===== src/rtl/assert_macros.svh =====
// assertion macros used by the rtl
`ifndef ASSERT_MACROS_SVH
`define ASSERT_MACROS_SVH

// property must hold at every rising clock edge outside reset
`define ASSERT_CLK(label, clk, rst, prop) \
   label: assert property (@(posedge clk) disable iff (rst) (prop)) \
      else $error("assertion failed");

// expression must never be true outside reset
`define ASSERT_NEVER(label, clk, rst, expr) \
   label: assert property (@(posedge clk) disable iff (rst) !(expr)) \
      else $error("forbidden condition seen");

`endif


===== src/rtl/tevq_pkg.sv =====
// types and constants of the tick event queue
package tevq_pkg;

   localparam int TICK_W       = 64;
   localparam int TAG_W        = 16;
   localparam int DELAY_W      = 20;
   localparam int ACTION_W     = 2;
   localparam int KIND_W       = 2;
   localparam int BUDGET_W     = 7;
   localparam int CSR_ADDR_W   = 3;
   localparam int CSR_DATA_W   = 32;

   localparam logic [BUDGET_W-1:0] BUDGET_MAX   = 7'd64;
   localparam logic [BUDGET_W-1:0] BUDGET_MIN   = 7'd1;
   localparam logic [BUDGET_W-1:0] BUDGET_RESET = 7'd16;

   // register index bit of the csr address
   localparam int  CSR_INDEX_BIT    = 2;
   localparam logic REG_SLICE_BUDGET = 1'b0;

   typedef enum logic [ACTION_W-1:0] {
      ACT_INSERT = 2'd0,
      ACT_SLICE  = 2'd1,
      ACT_CLEAR  = 2'd2
   } action_type;

   typedef enum logic [KIND_W-1:0] {
      KIND_ACK   = 2'd0,
      KIND_FIRED = 2'd1,
      KIND_IDLE  = 2'd2,
      KIND_CLEAR = 2'd3
   } kind_type;

   typedef enum logic [1:0] {
      ST_IDLE,
      ST_INSERT,
      ST_SLICE,
      ST_CLEAR
   } state_type;

   typedef struct packed {
      logic [TICK_W-1:0] due;
      logic [TAG_W-1:0]  tag;
   } entry_type;

   typedef struct packed {
      logic insert;
      logic pop;
   } cell_ctrl_type;

endpackage


===== src/rtl/tevq_cell.sv =====
// one slot of the sorted shift chain
module tevq_cell import tevq_pkg::*; (
   input  logic          clock,
   input  cell_ctrl_type ctrl,
   input  logic          occupied,
   input  entry_type     new_entry,
   input  entry_type     left_entry,
   input  logic          left_keep,
   input  entry_type     right_entry,
   output entry_type     entry,
   output logic          keep
);

   entry_type entry_ff;
   entry_type entry_in;

   // entry stays put when it is due no later than the new one
   assign keep  = occupied && (entry_ff.due <= new_entry.due);
   assign entry = entry_ff;

   always_comb begin
      entry_in = entry_ff;
      if (ctrl.pop) begin
         entry_in = right_entry;
      end else if (ctrl.insert && !keep) begin
         entry_in = left_keep ? new_entry : left_entry;
      end
   end

   always_ff @(posedge clock) begin
      entry_ff <= entry_in;
   end

endmodule


===== config.mk =====
export PLATFORM = sky130hd
export DESIGN_NAME = tevq_cell
export DESIGN_NICKNAME = d
export VERILOG_FILES = /design/src/rtl/assert_macros.svh /design/src/rtl/tevq_pkg.sv /design/src/rtl/tevq_cell.sv
export SDC_FILE = /design/constraint.sdc
export NUM_CORES = 1
export LEC_CHECK = 0
export CAP_MARGIN = 20
export CORE_AREA = 2 2 127 129
export CTS_CLUSTER_SIZE = 10
export DETAILED_ROUTE_END_ITERATION = 12
export DIE_AREA = 0 0 129 131
export DONT_BUFFER_PORTS = 1
export PLACE_DENSITY = 0.54
export SLEW_MARGIN = 20
export SYNTH_ARGS = -nofsm -noshare
export SYNTH_HDL_FRONTEND = slang
export SYNTH_SLANG_ARGS = --single-unit

===== constraint.sdc =====
create_clock -name clock -period 7.9 [get_ports clock]
set_input_delay 0.395 -clock clock [delete_from_list [all_inputs] [get_ports clock]]
set_output_delay 0.395 -clock clock [all_outputs]
set_load 0.01 [all_outputs]

# Word level (Yosys, flattened, before mapping)
# Cells that the tools add are included.
# word_totals
output_inout_bits	81
latchBits	0
reg_bits	80
memories	0
mem_bits_ro	0
mem_bits_rw	0
# classes
bitwise_logic	0
shift	0
n_eq_ne	0
multipliers	0
reduce_logical	4
n_div	0
magnitude_cmp	1
mux	3
addsub	0
# ops
cell	count
$mux W80	3
$le A64 B64 Y1	1
$logic_and A1 B1 Y1	2
$reduce_bool A2 Y1	1
$logic_not A1 Y1	1

# Logic depth before layout (Yosys ltp)
# Gate-level depths: netlist of run 1.
# logic_depth
ltp_word	6
ltp_mapped	9

# Worst setup path before layout of run 1
# No wires, ideal clock.
# synth_path
kind	flip-flop to flip-flop
startpoint	register entry_ff, in the netlist entry[66]
endpoint	register entry_ff, in the netlist entry[0], enable pin
period_less_slack_ns	5.788
path_buffers	0
path_stages_with_launch	9
slack_ns	2.112
required_time_ns	7.378
arrival_time_ns	5.267
cell_sequence	edfxtp_1 -> ha_1 -> nand4_1 -> nor4_2 -> nand4_1 -> nand2b_4 -> o22ai_2 -> nor3_2 -> o31ai_2
# synth_between
elab_chain_cells	5
# synth_lines
item	line_no	source
start: declaration	tevq_cell.sv:14	entry_type entry_ff;
start signal: assignment	tevq_cell.sv:31	entry_ff <= entry_in;
$le A64 B64 Y1	tevq_cell.sv:18	assign keep = occupied && (entry_ff.due <= new_entry.due);
$logic_and A1 B1 Y1	tevq_cell.sv:18	
$logic_not A1 Y1	tevq_cell.sv:25	end else if (ctrl.insert && !keep) begin
$logic_and A1 B1 Y1	tevq_cell.sv:25	
$reduce_bool A2 Y1 (no line)	--	
# No other way between the ends.
# A chain may end at the register's enable or synchronous reset.

# Worst setup path after layout of run 1
# layout_path
startpoint	register entry_ff, in the netlist entry[33]
endpoint	output keep
# layout_between
elab_chain_cells	2
# layout_lines
item	line_no	source
$le A64 B64 Y1	tevq_cell.sv:18	
$logic_and A1 B1 Y1	tevq_cell.sv:18	
end: declaration	tevq_cell.sv:11	output logic keep
# No other way between the ends.

==> results of run 1 <==
==> final cells by class <==
class / count / area share
clock inverter: 7 / 0.0127
sequential: 80 / 0.387
timing repair buffer: 2 / 0.00242
tap: 216 / 0.0436
clock buffer: 9 / 0.0363
multi-input combinational: 406 / 0.477
inverter: 67 / 0.0406
==> how the worst max path moves through the flow <==
stage / cells past startpoint / end
after floorplan: 8 / entry[0]
after global placement: 9 / entry[29]
after detailed placement: 9 / entry[29]
after CTS: 8 / keep
after global routing: 9 / entry[14]
final: 8 / keep
==> kinds of logic (layout without fill, tap and decap cells) <==
logic type / count (synthesis) / in the layout / share of synthesized area
adder cells (fa/ha/maj): 64 / 64 / 0.140
AO/OA/AOI/OAI: 130 / 130 / 0.125
AND/OR/NAND/NOR: 132 / 132 / 0.111
multiplexers: 80 / 80 / 0.140
flip-flops: 80 / 80 / 0.421
buffers and inverters: 94 / 85 / 0.0627
==> stage by stage <==
step / hold WS [ns] / instances / instance area (µm²)
after floorplan: 0.582 / 580 / 5710
after global placement: 0.590 / 771 / 5900
after detailed placement: 0.595 / 771 / 5900
after CTS: 0.228 / 787 / 6200
after global routing: 0.236 / 787 / 6200
final: 0.245 / 787 / 6200
==> power breakdown <==
part	internal [mW]	switching, mW
clock	0.248	0.185
combinational	0.0842	0.102
sequential	0.533	0.0600
==> critical path, stage by stage (launching register included) <==
cell	delay, ns
sky130_fd_sc_hd__edfxtp_1	0.48
sky130_fd_sc_hd__ha_1	0.34
sky130_fd_sc_hd__a21oi_1	0.13
sky130_fd_sc_hd__o21ai_0	0.14
sky130_fd_sc_hd__a22o_1	0.20
sky130_fd_sc_hd__a2111oi_1	0.49
sky130_fd_sc_hd__o22ai_2	0.17
sky130_fd_sc_hd__nor3_2	0.26
sky130_fd_sc_hd__o21a_1	0.27
==> routing by layer <==
layer,part of all wire,GRT usage
met1,0.38,0.185
met2,0.51,0.296
met3,0.085,0.0529
met4,0.019,0.0684
met5,0,0
==> cell usage in the layout, fill, tap and decap left out, types with 2 or more instances in the layout <==
cell type                    count
sky130_fd_sc_hd__mux2i_1        80
sky130_fd_sc_hd__clkinvlp_4      3
sky130_fd_sc_hd__nand4_2         2
sky130_fd_sc_hd__a21oi_1        26
sky130_fd_sc_hd__nand2_2         2
sky130_fd_sc_hd__a211oi_1        2
sky130_fd_sc_hd__clkbuf_16       9
sky130_fd_sc_hd__nand4_1        11
sky130_fd_sc_hd__inv_1          67
sky130_fd_sc_hd__nand2_1        92
sky130_fd_sc_hd__nand3_1        10
sky130_fd_sc_hd__nor2_1          3
sky130_fd_sc_hd__ha_1           64
sky130_fd_sc_hd__o21ai_0        85
sky130_fd_sc_hd__edfxtp_1       80
sky130_fd_sc_hd__inv_6           3
sky130_fd_sc_hd__a21o_1          6
sky130_fd_sc_hd__a221oi_1        2
sky130_fd_sc_hd__buf_4           2
==> results.txt, run 1 <==
outcome = finished clean
number of max-capacitance violations reported = 0
post-synth design cell area = 5710 µm²
post-route setup TNS = 0 ns
Final setup viols = 0
setup slack after layout = 4.69 ns
via density per instance = 5.31
GRT Resource Usage Total = 0.166
nets in the synthesized netlist = 889
effective utilization at floorplan = 0.366
post-CTS setup-driven buffer insertion count = 0
Pins Over Slew Limit = 0
total of flip-flops plus latches after synthesis = 80
clock transition at the registers of the reported paths = 0.07 ns
hold violation total from the final report = 0
WL/cell = 19.1 µm
antenna viol nets, final = 0
R2R Setup Slk = 4.71 ns
maximum operating frequency = 311 MHz
TritonCTS Sinks = 80
reg-to-reg endpoint = entry[3]
clock period minus worst slack = 3.21 ns
post-synth top area share = 0.421
vertical extent of the die = 131 µm
Hold Path Depth = 2
Post-synth ARST share = 0
iteration-0 DRC count of the detailed router = 125
post-route core utilization = 0.398
worst-case vdd ir drop = 103 µV
hold bufs inserted after CTS = 0
Worst Hold Endpoint = entry[38]
port buffer count = 0
ratio of cells with drive above 1 in the final layout = 0.0525
maximum clock path buffer count = 2
largest net degree at the start of global routing = 162
Worst Setup End Kind = primary output
Post-layout nets = 875
number of global-route vias before repair = 4066
cells taking the most area after synthesis = sky130_fd_sc_hd__edfxtp_1 (42%), sky130_fd_sc_hd__ha_1 (14%), sky130_fd_sc_hd__mux2i_1 (14%)
Syn Inst Count = 580
total detailed-routing wirelength = 15000 µm
number of distinct library cells after synthesis = 39
required time of the critical path = 7.51 ns
fill cell instance count of the final layout = 1549
H-tree depth = 3
Remaining Overflow, GRT = 0
Floorplan Core Area = 15600 µm²
dominant synthesized flop cell = sky130_fd_sc_hd__edfxtp_1
wire length of the first global-routing pass = 21200 µm
layout overhead on the synthesized area = 8.61%
source of the critical timing path = entry[33]
number of instances resized during post-cts repair = 0
most frequently used cell type in the post-synthesis netlist = sky130_fd_sc_hd__nand2_1
Yosys warning count = 0
routability-driven placement congestion ratio = 0.788
number of buffers added by the clock tree synthesis step = 9
number of detailed-routing iterations run before antenna repair = 5
post-DP HPWL = 11800 µm
beginning of the worst register-to-register path = entry[66]
post-route clock period utilization = 0.407
clock tree from TritonCTS = built
number of antenna violations at the first check in global routing = 0
Min-Delay Path Class = primary input to register
setup clock skew after layout = 0.00694 ns
number of cell instances on the worst register-to-register path = 9
static power due to leakage = 2.81 nW
Data arrival, critical path = 2.82 ns
Worst Setup Path Type = register to primary output
Skew-Pair Late Insertion Delay = 0.34 ns
# rows = 46
crit start category = register
area of the die = 16900 µm²
Slew Limit Headroom = 0.550
Die X = 129 µm
transition time at the pin with the least slew margin = 0.675 ns
Worst Path Max Fanout = 2
flip-flop count of the largest register, all copies and words added = 80
Residual DRC = 0
num ports = 326
number of enable-type register cells in the synthesized netlist = 80
list of most frequent post-synthesis cells = sky130_fd_sc_hd__nand2_1 (92), sky130_fd_sc_hd__o21ai_0 (85), sky130_fd_sc_hd__edfxtp_1 (80), sky130_fd_sc_hd__mux2i_1 (80), sky130_fd_sc_hd__inv_1 (67)
syn_area_per_cell = 9.84 µm²
setup repair after global routing missed its margin = no
total inserted antenna cells = 0
total vias in the final route = 4179
register area share after synthesis = 0.421
buffer type at the clock tree root = sky130_fd_sc_hd__clkbuf_16
combined area of the multi-input logic cells = 2960 µm²
biggest area consumer among synthesized cells = sky130_fd_sc_hd__edfxtp_1
hold path startpoint = right_entry[38]
worst setup timing slack at the placement stage = 4.67 ns
Seq. cell area = 2400 µm²
post-route total power = 1.21 mW
cell area power density = 196 nW/µm²
Power figures use the tool's default switching activity.
==> inputs of run 2 (changes only) <==
Clock period 7.9 ns to 3.3 ns, I/O delays scaled along.
==> run 2 against run 1 <==
Die area stayed put. Register-to-register slack worse by 4.3 ns. Setup slack worse by 4.3 ns. Sequential power grew 140%. Final cell count is the same. Clock-buffer cell count grew 1. Worst hold slack worse by 0.23 ns. Combinational power rose to 2.5 times the previous value. Critical path type unchanged. Largest power group unchanged.
==> results.txt, run 2 (same netlist as run 1, synthesis figures left out) <==
largest net degree at the start of global routing = 162 (unchanged)
Remaining Overflow, GRT = 0 (unchanged)
Worst Path Max Fanout = 3 (was 2)
fill cell instance count of the final layout = 1539 (was 1549)
number of cells in the design after placement = 771 (unchanged)
Placed Instance Area = 5980 µm² (was 5900 µm²)
Worst Setup End Kind = primary output (unchanged)
commonest cells after routing, fill and taps aside = sky130_fd_sc_hd__nand2_1 (92), sky130_fd_sc_hd__o21ai_0 (85), sky130_fd_sc_hd__mux2i_1 (80), sky130_fd_sc_hd__edfxtp_1 (80), sky130_fd_sc_hd__inv_1 (67) (unchanged)
total inserted antenna cells = 0 (unchanged)
number of detailed-routing iterations run before antenna repair = 6 (was 5)
outcome = finished clean (unchanged)
port buffer count = 0 (unchanged)
most common library cell in the layout ignoring fill and taps = sky130_fd_sc_hd__nand2_1 (unchanged)
Post-layout nets = 875 (unchanged)
cell area power density = 469 nW/µm² (was 196 nW/µm²)
Seq. cell area = 2400 µm² (unchanged)
Die X = 129 µm (unchanged)
Min-Delay Path Class = primary input to register (unchanged)
number of buffers added by the clock tree synthesis step = 9 (unchanged)
setup repair after global routing missed its margin = no (unchanged)
post-route clock period utilization = 0.887
number of antenna violations at the first check in global routing = 0 (unchanged)
post-route total power = 2.95 mW (was 1.21 mW)
GRT Resource Usage Total = 0.168 (was 0.166)
Pins Over Slew Limit = 0 (unchanged)
layout overhead on the synthesized area = 10.3% (was 8.61%)
maximum clock path buffer count = 2 (unchanged)
worst-case vdd ir drop = 256 µV (was 103 µV)
TritonCTS Sinks = 80 (unchanged)
area of the die = 16900 µm² (unchanged)
Slew Limit Headroom = 0.640 (was 0.550)
hold violation total from the final report = 0 (unchanged)
final cell area excluding filler cells = 6300 µm² (was 6200 µm²)
static power due to leakage = 2.84 nW (was 2.81 nW)
iteration-0 DRC count of the detailed router = 118 (was 125)
tightest hold margin = 0.0168 ns (was 0.245 ns)
Final setup viols = 0 (unchanged)
antenna viol nets, final = 0 (unchanged)
flip-flop count of the largest register, all copies and words added = 80 (unchanged)
buffer type at the clock tree root = sky130_fd_sc_hd__clkbuf_16 (unchanged)
setup clock skew after layout = 0.00941 ns (was 0.00694 ns)
crit start category = register (unchanged)
routability-driven placement congestion ratio = 0.802 (was 0.788)
transition time at the pin with the least slew margin = 0.533 ns (was 0.675 ns)
clock period minus worst slack = 2.93 ns
total detailed-routing wirelength = 15100 µm (was 15000 µm)
Floorplan Core Area = 15600 µm² (unchanged)
maximum operating frequency = 342 MHz
Residual DRC = 0 (unchanged)
Data arrival, critical path = 2.76 ns (was 2.82 ns)
WL/cell = 19.2 µm (was 19.1 µm)
vertical extent of the die = 131 µm (unchanged)
num ports = 326 (unchanged)
Worst Setup Path Type = register to primary output (unchanged)
total vias in the final route = 4153 (was 4179)
required time of the critical path = 3.13 ns (was 7.51 ns)
wire length of the first global-routing pass = 21200 µm (about the same)
number of max-capacitance violations reported = 0 (unchanged)
number of global-route vias before repair = 4076 (was 4066)
Final Instance Count excl. Fillers = 787 (unchanged)
post-DP HPWL = 12100 µm (was 11800 µm)
post-route setup TNS = 0 ns (unchanged)
ratio of cells with drive above 1 in the final layout = 0.0560 (was 0.0525)
H-tree depth = 3 (unchanged)
via density per instance = 5.28 (was 5.31)
combined area of the multi-input logic cells = 3020 µm² (was 2960 µm²)
clock tree from TritonCTS = built (unchanged)
# rows = 46 (unchanged)
effective utilization at floorplan = 0.366 (unchanged)
Skew-Pair Late Insertion Delay = 0.34 ns (about the same)
clock transition at the registers of the reported paths = 0.06 ns (was 0.07 ns)
run 2: changes by cell type in the layout (fill, tap and decap cells not counted), sizes merged:
cell and change:
clkinv +2, clkbuf +1, bufinv +1, clkinvlp -1, inv -3
run 2: per-stage QoR:
step | worst slack (ns) | utilization
after global placement | 0.378 | 0.383
after floorplan | -0.802 | -
final | 0.373 | 0.404
after global routing | 0.169 | 0.404
after CTS | 0.121 | 0.403
after detailed placement | 0.318 | 0.383
run 2: worst paths after layout:
| path | startpoint | end | slack (ns) | cells past startpoint |
|---|---|---|---|---|
| worst max-delay path | entry[43] | keep | 0.37 | 8 |
| worst min-delay path | right_entry[0] | entry[0] | 0.02 | 2 |
| worst max register to register | entry[71] | entry[33] | 0.42 | 9 |
| worst min register to register | entry[79] | entry[58] | 1.49 | 6 |
run 2: final cells by class:
cell class	count	share of cell area
clock buffer	10	0.0364
clock inverter	6	0.0133
inverter	67	0.0399
multi-input combinational	406	0.480
sequential	80	0.382
tap	216	0.0429
timing repair buffer	2	0.00636
run 2: layer usage:
layer,wire [µm],global-route usage,up-vias
li1,-,-,2052
met1,5630,0.174,1887
met2,7700,0.308,204
met3,1590,0.0676,10
met4,189,0.0582,0
met5,0,0,-
run 2: power by group:
part / switching [mW] / leakage [nW] / total [mW] / internal [mW]
Combinational: 0.252 / 1.87 / 0.468 / 0.216
Clock: 0.405 / 0.146 / 1.06 / 0.659
Sequential: 0.146 / 0.822 / 1.42 / 1.28
Total: 0.803 / 2.84 / 2.95 / 2.15
run 2: worst max-delay path: stages (launching register included):
cell and delay [ns]:
sky130_fd_sc_hd__edfxtp_1 0.45, sky130_fd_sc_hd__ha_1 0.35, sky130_fd_sc_hd__nand4_1 0.20, sky130_fd_sc_hd__nor3_1 0.08, sky130_fd_sc_hd__a22o_1 0.20, sky130_fd_sc_hd__a2111oi_1 0.40, sky130_fd_sc_hd__o22ai_2 0.16, sky130_fd_sc_hd__nor3_2 0.30
sky130_fd_sc_hd__o21a_1 0.29
run 2: what timing repair did:
action / in CTS / in global routing
buffers inserted: 0 / 0
setup endpoints to repair: 0 / 1
resized for setup: 0 / 1
hold buffers: 0 / 0
